--- src/sv/rau_pkg.sv ---
// Package for the rational arithmetic unit: operation and status codes, widths and the wide type.
package rau_pkg;
    localparam logic [1:0] OP_ADD = 2'd0;
    localparam logic [1:0] OP_SUB = 2'd1;
    localparam logic [1:0] OP_MUL = 2'd2;
    localparam logic [1:0] OP_DIV = 2'd3;

    localparam logic [1:0] ST_OK       = 2'd0;
    localparam logic [1:0] ST_ZERO_DEN = 2'd1;
    localparam logic [1:0] ST_OVERFLOW = 2'd2;

    localparam int MAG_W = 32;           // operand magnitude width
    localparam int WIDE_W = 2 * MAG_W + 1; // wide intermediate width
    localparam int CNT_W = 7;             // bit counter for multiply and divide

    typedef logic [WIDE_W-1:0] wide_t;
endpackage

--- src/sv/rational_arithmetic_unit_core.sv ---
// Rational arithmetic unit: add, subtract, multiply or divide two fractions and reduce by GCD.
// One beat at a time. Each item runs through a sequencer that drives a single
// shift-and-add/subtract datapath. It does two shift-add multiplies, plus a third for add
// and subtract, then a sum step. Then comes a Euclidean GCD in which every remainder is
// one restoring division plus a check step. Last come two divisions by the GCD and a
// finish step. There are at most about 93 Euclid steps on 64-bit values. A zero result
// skips the GCD. A zero denominator answers on the next cycle. The shared restoring
// divider sets the rate.
// s_tready is high only while the block is idle and its result register is free, so a new
// beat is taken only after the result beat has left.
module rational_arithmetic_unit_core #(
    parameter int OPERAND_WIDTH = 32
) (
    input  logic        clk,
    input  logic        rst_n,
    input  logic        s_tvalid,
    output logic        s_tready,
    // mode[1:0], a_num[33:2], a_den[65:34], b_num[97:66], b_den[129:98], zero pad
    input  logic [135:0] s_tdata,
    output logic        m_tvalid,
    input  logic        m_tready,
    // res_num[31:0], res_den[62:32], status[64:63], zero pad
    output logic [71:0] m_tdata
);
    localparam int EFF_W = (OPERAND_WIDTH > 32) ? 32 : ((OPERAND_WIDTH < 8) ? 8 : OPERAND_WIDTH);
    localparam int W = rau_pkg::WIDE_W;

    localparam logic [3:0] S_IDLE  = 4'd0;
    localparam logic [3:0] S_MUL1  = 4'd1;
    localparam logic [3:0] S_MUL2  = 4'd2;
    localparam logic [3:0] S_MUL3  = 4'd3;
    localparam logic [3:0] S_SUM   = 4'd4;
    localparam logic [3:0] S_GCHK  = 4'd5;
    localparam logic [3:0] S_GDIV  = 4'd6;
    localparam logic [3:0] S_QN    = 4'd7;
    localparam logic [3:0] S_QD    = 4'd8;
    localparam logic [3:0] S_FIN   = 4'd9;

    logic [3:0]  state_reg, state_next;
    logic        out_valid_reg;
    logic [31:0] res_num_reg;
    logic [30:0] res_den_reg;
    logic [1:0]  status_reg;

    logic [1:0]  mode_reg;
    logic [31:0] an_reg, ad_reg, bn_reg, bd_reg;
    logic        an_neg_reg, bn_neg_reg;
    logic [W-1:0] t1_reg, t2_reg, d_reg;
    logic        n_neg_reg;
    logic [W-1:0] n_reg;
    logic [W-1:0] ga_reg, gb_reg;

    // shared shift-add / restoring-divide unit
    logic [W-1:0] acc_reg;      // product accumulator or partial remainder
    logic [W-1:0] opq_reg;      // multiplier bits or dividend/quotient bits
    logic [W-1:0] opd_reg;      // multiplicand or divisor
    logic [rau_pkg::CNT_W-1:0] cnt_reg;

    function automatic logic [32:0] fmag(input logic [31:0] raw);
        logic [31:0] m;
        logic        ng;
        m = raw & ((EFF_W == 32) ? 32'hFFFF_FFFF : ((32'd1 << EFF_W) - 32'd1));
        ng = m[EFF_W-1];
        if (ng)
        begin
            m = ((EFF_W == 32) ? 32'd0 : (32'd1 << EFF_W)) - m;
        end
        return {ng, m};
    endfunction

    logic [32:0] fa_n, fa_d, fb_n, fb_d;
    assign fa_n = fmag(s_tdata[33:2]);
    assign fa_d = fmag(s_tdata[65:34]);
    assign fb_n = fmag(s_tdata[97:66]);
    assign fb_d = fmag(s_tdata[129:98]);

    logic in_fire, out_fire;
    assign s_tready = (state_reg == S_IDLE) && !out_valid_reg;
    assign in_fire  = s_tvalid && s_tready;
    assign out_fire = m_tvalid && m_tready;

    // multiplier step: multiplicand shifts left, multiplier bits shift out at bit 0
    logic [W-1:0] mul_sum;
    assign mul_sum = acc_reg + (opq_reg[0] ? opd_reg : '0);

    // divider step
    logic [W:0]   rem_sh;
    logic [W:0]   rem_sub;
    logic         rem_ge;
    logic [W-1:0] rem_next;
    logic [W-1:0] quo_next;
    assign rem_sh   = {acc_reg, opq_reg[W-1]};
    assign rem_sub  = rem_sh - {1'b0, opd_reg};
    assign rem_ge   = !rem_sub[W];
    assign rem_next = rem_ge ? rem_sub[W-1:0] : rem_sh[W-1:0];
    assign quo_next = {opq_reg[W-2:0], rem_ge};

    logic t2_neg;
    assign t2_neg = (mode_reg == rau_pkg::OP_SUB) ? !bn_neg_reg : bn_neg_reg;

    logic mul_last, div_last;
    assign mul_last = (cnt_reg == rau_pkg::CNT_W'(31));
    assign div_last = (cnt_reg == rau_pkg::CNT_W'(W - 1));

    logic [W-1:0] lim;
    assign lim = W'(1) << (EFF_W - 1);

    logic        ovf;
    assign ovf = (d_reg > lim - W'(1)) || (n_neg_reg ? (n_reg > lim) : (n_reg > lim - W'(1)));

    always_comb
    begin
        state_next = state_reg;
        unique case (state_reg)
            S_IDLE:  if (in_fire && fa_d[31:0] != 32'd0 && fb_d[31:0] != 32'd0 &&
                         !(s_tdata[1:0] == rau_pkg::OP_DIV && fb_n[31:0] == 32'd0))
                         state_next = S_MUL1;
            S_MUL1:  if (mul_last) state_next = S_MUL2;
            S_MUL2:  if (mul_last)
                         state_next = (mode_reg == rau_pkg::OP_MUL ||
                                       mode_reg == rau_pkg::OP_DIV) ? S_SUM : S_MUL3;
            S_MUL3:  if (mul_last) state_next = S_SUM;
            S_SUM:   state_next = S_GCHK;
            S_GCHK:  state_next = (n_reg == '0) ? S_FIN : ((gb_reg == '0) ? S_QN : S_GDIV);
            S_GDIV:  if (div_last) state_next = S_GCHK;
            S_QN:    if (div_last) state_next = S_QD;
            S_QD:    if (div_last) state_next = S_FIN;
            S_FIN:   state_next = S_IDLE;
            default: state_next = S_IDLE;
        endcase
    end

    always_ff @(posedge clk or negedge rst_n)
    begin
        if (!rst_n)
        begin
            state_reg     <= S_IDLE;
            out_valid_reg <= 1'b0;
            cnt_reg       <= '0;
        end
        else
        begin
            state_reg <= state_next;
            if (state_reg != state_next)
                cnt_reg <= '0;
            else
                cnt_reg <= cnt_reg + rau_pkg::CNT_W'(1);
            if (out_fire)
                out_valid_reg <= 1'b0;
            else if ((in_fire && state_next == S_IDLE) || state_reg == S_FIN)
                out_valid_reg <= 1'b1;
        end
    end

    always_ff @(posedge clk)
    begin
        unique case (state_reg)
            S_IDLE:
            begin
                if (in_fire)
                begin
                    mode_reg    <= s_tdata[1:0];
                    an_reg      <= fa_n[31:0];
                    ad_reg      <= fa_d[31:0];
                    bn_reg      <= fb_n[31:0];
                    bd_reg      <= fb_d[31:0];
                    an_neg_reg  <= fa_n[32] ^ fa_d[32];
                    bn_neg_reg  <= fb_n[32] ^ fb_d[32];
                    res_num_reg <= '0;
                    res_den_reg <= '0;
                    status_reg  <= rau_pkg::ST_ZERO_DEN;
                    acc_reg     <= '0;
                    // first product: an * bn for multiply, an * bd otherwise
                    opd_reg <= W'(fa_n[31:0]);
                    opq_reg <= (s_tdata[1:0] == rau_pkg::OP_MUL) ? W'(fb_n[31:0])
                                                                 : W'(fb_d[31:0]);
                end
            end
            S_MUL1, S_MUL2, S_MUL3:
            begin
                if (mul_last)
                begin
                    acc_reg <= '0;
                    if (state_reg == S_MUL1)
                    begin
                        t1_reg  <= mul_sum;
                        // denominator: ad * bn for divide, ad * bd otherwise
                        opd_reg <= W'(ad_reg);
                        opq_reg <= (mode_reg == rau_pkg::OP_DIV) ? W'(bn_reg) : W'(bd_reg);
                    end
                    else if (state_reg == S_MUL2)
                    begin
                        d_reg   <= mul_sum;
                        opd_reg <= W'(bn_reg);
                        opq_reg <= W'(ad_reg);
                    end
                    else
                    begin
                        t2_reg <= mul_sum;
                    end
                end
                else
                begin
                    acc_reg <= mul_sum;
                    opq_reg <= opq_reg >> 1;
                    opd_reg <= opd_reg << 1;
                end
            end
            S_SUM:
            begin
                if (mode_reg == rau_pkg::OP_MUL || mode_reg == rau_pkg::OP_DIV)
                begin
                    n_reg     <= t1_reg;
                    n_neg_reg <= an_neg_reg ^ bn_neg_reg;
                    ga_reg    <= t1_reg;
                    gb_reg    <= d_reg;
                end
                else
                begin
                    if (an_neg_reg == t2_neg)
                    begin
                        n_reg <= t1_reg + t2_reg;
                        ga_reg <= t1_reg + t2_reg;
                        n_neg_reg <= an_neg_reg;
                    end
                    else if (t1_reg >= t2_reg)
                    begin
                        n_reg <= t1_reg - t2_reg;
                        ga_reg <= t1_reg - t2_reg;
                        n_neg_reg <= an_neg_reg;
                    end
                    else
                    begin
                        n_reg <= t2_reg - t1_reg;
                        ga_reg <= t2_reg - t1_reg;
                        n_neg_reg <= t2_neg;
                    end
                    gb_reg <= d_reg;
                end
            end
            S_GCHK:
            begin
                acc_reg <= '0;
                if (gb_reg == '0)
                begin
                    opq_reg <= n_reg;
                    opd_reg <= ga_reg;
                end
                else
                begin
                    opq_reg <= ga_reg;
                    opd_reg <= gb_reg;
                end
            end
            S_GDIV, S_QN, S_QD:
            begin
                if (div_last)
                begin
                    acc_reg <= '0;
                    if (state_reg == S_GDIV)
                    begin
                        ga_reg <= gb_reg;
                        gb_reg <= rem_next;
                    end
                    else if (state_reg == S_QN)
                    begin
                        n_reg   <= quo_next;
                        opq_reg <= d_reg;
                    end
                    else
                    begin
                        d_reg <= quo_next;
                    end
                end
                else
                begin
                    acc_reg <= rem_next;
                    opq_reg <= quo_next;
                end
            end
            S_FIN:
            begin
                if (n_reg == '0)
                begin
                    res_num_reg <= '0;
                    res_den_reg <= 31'd1;
                    status_reg  <= rau_pkg::ST_OK;
                end
                else if (ovf)
                begin
                    res_num_reg <= '0;
                    res_den_reg <= '0;
                    status_reg  <= rau_pkg::ST_OVERFLOW;
                end
                else
                begin
                    res_num_reg <= n_neg_reg ? (32'd0 - n_reg[31:0]) : n_reg[31:0];
                    res_den_reg <= d_reg[30:0];
                    status_reg  <= rau_pkg::ST_OK;
                end
            end
            default: ;
        endcase
    end

    assign m_tvalid = out_valid_reg;
    assign m_tdata  = {7'd0, status_reg, res_den_reg, res_num_reg};

    assert property (@(posedge clk) disable iff (!rst_n) in_fire |=> !s_tready)
        else $error("accepted beat must block further input");
    assert property (@(posedge clk) disable iff (!rst_n)
        (state_reg != S_IDLE) |-> !out_valid_reg)
        else $error("result pending while busy");
    assert property (@(posedge clk) disable iff (!rst_n)
        (m_tvalid && m_tdata[64:63] != rau_pkg::ST_OK) |-> (m_tdata[31:0] == 32'd0))
        else $error("error result carries numerator");
    assert property (@(posedge clk) disable iff (!rst_n)
        (m_tvalid && !m_tready) |=> (m_tvalid && $stable(m_tdata)))
        else $error("result beat changed while stalled");
endmodule
--- config.mk ---
export PLATFORM = sky130hd
export DESIGN_NAME = rational_arithmetic_unit_core
export DESIGN_NICKNAME = d
export VERILOG_FILES = /design/src/sv/rau_pkg.sv /design/src/sv/rational_arithmetic_unit_core.sv
export SDC_FILE = /design/constraint.sdc
export NUM_CORES = 2
export LEC_CHECK = 0
export BUFFER_PORTS_ARGS = -buffer_cell sky130_fd_sc_hd__buf_2
export CAP_MARGIN = 20
export CORE_ASPECT_RATIO = 0.7
export CORE_MARGIN = 8
export CORE_UTILIZATION = 40
export DETAILED_ROUTE_END_ITERATION = 10
export PLACE_DENSITY_LB_ADDON = 0.2
export REMOVE_ABC_BUFFERS = 1
export SYNTH_ARGS = -nofsm -noshare
export SYNTH_HDL_FRONTEND = slang
export SYNTH_SLANG_ARGS = --single-unit
--- constraint.sdc ---
create_clock -name clk -period 17.2 [get_ports clk]
set_input_delay 2.58 -clock clk [delete_from_list [all_inputs] [get_ports clk]]
set_output_delay 2.58 -clock clk [all_outputs]
set_load 0.02 [all_outputs]
==> flow_metrics.py <==
metrics = {
    "drt": {
        "drt_wl_total_um": 247000,
        "post_drt_wl_per_cell_um": 29.6,
        "drt-initial-drc-count": 9338,
        "drc": 0,
        "first_pass_iters": 9,
        "vias_per_cell": 6.47,
        "via_count": 54100,
        "ant_nets": 0,
    },
    "grt": {
        "grt_pass1_vias": 49100,
        "grt_max_degree": 131,
        "grt_use_met2_pct": 37.5,
        "grt.busiest_layer": "met1",
        "grtUsageMet1_pct": 48.2,
        "track_usage_pct": 30.2,
        "gr-usage-met3_pct": 11.7,
        "grt_pass1_wl_um": 352000,
        "grt_antenna_before_repair": 6,
        "grt_overflow": 0,
    },
    "pwr": {
        "p_leak_nw": 24.5,
        "pwr_density_cell_nw_per_um2": 142,
        "ir_drop_mv": 0.141,
    },
    "floorplanning": {
        "core_um2": 142000,
        "core.rowCount": 116,
        "die_area_um2": 156000,
        "io_pins": 214,
        "dieHeight_um": 332,
        "start_util_pct": 40.2,
        "die_x_um": 468,
    },
    "timing": {
        "period_needed_ps": 6770,
        "worst_slew_pin_slew_ps": 1170,
        "fin_tns_setup_ps": 0,
        "skew_ps": 28.1,
        "rsz0062_at_grt": "no",
        "drv_slew": 0,
        "slew-limit-headroom_pct": 21.4,
        "hold_ws_ps": 489,
        "fmax_mhz": 148,
        "period_share_pct": 39.4,
        "hold_viol_final": 0,
        "finalSetupViolations": 0,
    },
    "clock_tree": {
        "clk_pin_slew_ps": 70,
        "cts-root-buf": "clkbuf_16",
        "cts_hold_buf": 0,
        "cts-resized-gates": 0,
        "cts_made_buffers": 83,
        "cts_sinks": 763,
        "cts_tree": "built",
        "insertion_delay_ps": 720,
        "clockBufferDepth": 3,
        "cts_setup_buffers": 0,
        "htreeDepth": 3,
    },
    "placed_design": {
        "numPortBuffers": 200,
        "dpl.hpwl_um": 194000,
        "placed_cells": 8197,
        "gp_congestion": 1.01,
    },
    "worst_setup_path": {
        "path_max_fanout": 39,
        "setup.worst_path.end_class": "flip-flop",
        "rr_worst_depth": 14,
        "crit_path_start_kind": "flip-flop",
        "worstPathRequired_ps": 17640,
        "path_class": "reg2reg",
        "crit_arrival_ps": 7210,
    },
    "finish": {
        "syn2layout_area_growth_pct": 10.1,
        "final_cells": 8356,
        "fill_cells": 13900,
        "drive_gt1_share_pct": 7.90,
        "fin_nets": 6873,
    },
    "synthesis": {
        "synth_edf_count": 751,
        "synth_common_cells": "edfxtp_1, a21oi_1, nand2_1",
        "synth_area_leader_cell": "edfxtp_1",
        "syn_avg_cell_area_um2": 8.96,
        "yosysMostFrequentCell": "edfxtp_1",
        "synth-seq-area-share_pct": 40.0,
        "synthCells": 6379,
        "synthTopCellsByArea": "edfxtp_1, ha_1, a21oi_1",
        "ys.flop_type": "edfxtp_1",
        "synth_warnings": 0,
        "synthArstFlopShare_pct": 1.57,
        "syn-cell-area_um2": 57200,
        "ys_types": 90,
        "ys_ff_latch": 763,
        "yosysTopAreaCellShare_pct": 39.4,
    },
    "flow_run": {
        "cap_violations": 0,
    },
    "outcome": {
        "status": "completed",
    },
    "hold_path": {
        "holdPathStages": 1,
        "hp-class": "reg2reg",
    },
}
## where the power goes
part           switching, W  leakage [nW]  internal, W
registers          0.000256          7.32      0.00252
clock network      0.000859          1.34      0.00105
logic               0.00285          15.8      0.00137
total               0.00397          24.5      0.00494
## per-layer routing
metal | part of all wire [%] | vias up
met5 | 0.022 | -
met4 | 2.3 | 8
met3 | 16 | 286
met2 | 36 | 3594
met1 | 46 | 26400
li1 | - | 23800
## per-stage QoR
| step | total power, W | instance area [um^2] | util, % | setup WS (ps) |
|---|---|---|---|---|
| floorplan | 0.00542 | 55800 | - | 1780 |
| global placement | 0.00679 | 60100 | 42.2 | 10180 |
| detailed placement | 0.00683 | 60100 | 42.2 | 10090 |
| CTS | 0.00874 | 62900 | 44.2 | 10790 |
| global route | 0.00932 | 62900 | 44.2 | 10360 |
| finish | 0.00891 | 62900 | 44.2 | 10430 |
## cells in the final DEF, fill, tap and decap left out, types with 32 or more instances in the layout
| cell | n |
|---|---|
| o21a_1 | 59 |
| nor4_1 | 76 |
| o221ai_1 | 87 |
| buf_2 | 201 |
| ha_1 | 330 |
| nand2b_1 | 55 |
| o21bai_1 | 72 |
| o22ai_1 | 126 |
| or4_1 | 32 |
| o211ai_1 | 53 |
| a211oi_1 | 41 |
| buf_4 | 82 |
| edfxtp_1 | 751 |
| nor3_1 | 109 |
| nor2_1 | 512 |
| xnor2_1 | 222 |
| nor2b_1 | 47 |
| nand4_1 | 92 |
| clkbuf_16 | 83 |
| o21ai_0 | 418 |
| a22oi_1 | 38 |
| a31oi_1 | 50 |
| mux2i_1 | 209 |
| nand2_1 | 629 |
| inv_1 | 355 |
| or3_1 | 41 |
| and2_1 | 83 |
| a221oi_1 | 41 |
| and3_1 | 59 |
| nand3_1 | 126 |
| a21o_1 | 122 |
| xor2_1 | 121 |
| o31ai_1 | 68 |
| a21oi_1 | 652 |
## layout make-up
class	count	area, um^2	share of cell area, %
Timing Repair Buffer	288	1700	2.70
Sequential cell	763	22900	36.3
Clock inverter	64	702	1.12
Inverter	357	1340	2.14
Tap cell	1888	2360	3.75
Multi-Input combinational cell	4905	31900	50.6
Antenna cell	1	2.50	0.00398
Clock buffer	90	2100	3.34
## worst max-delay path, cell delays in order (launching register included)
cell and delay (ps):
edfxtp_1 530, inv_1 210, ha_1 760, nand4_1 310, nor4_1 700, nor2b_1 390
a311oi_1 170, o211a_1 330, nand2_2 420, buf_4 570, mux2i_1 780, or2_2 230
a221oi_1 140, o31ai_1 780, nand2_1 140
## logic make-up after synthesis
logic type               share of synthesized area [%]
AO/OA/AOI/OAI                                     22.6
XOR/XNOR                                          5.30
adder cells (fa/ha/maj)                           7.40
buffers and inverters                             4.77
flip-flops                                        40.0
multiplexers                                      3.89
other                                          0.00656
AND/OR/NAND/NOR                                   16.1
## final timing paths
path / startpoint / endpoint / slack, ps
worst max-delay path: t1_reg[22] / n_reg[56] / 10430
worst min-delay path: cnt_reg[0] / cnt_reg[0] / 490
worst max register to register: t1_reg[22] / n_reg[56] / 10430
worst min register to register: cnt_reg[0] / cnt_reg[0] / 490
max in group asynchronous: rst_n / cnt_reg[4] / 15240
min in group asynchronous: rst_n / cnt_reg[6] / 1740
No activity file was read; power rests on OpenSTA's default activity.
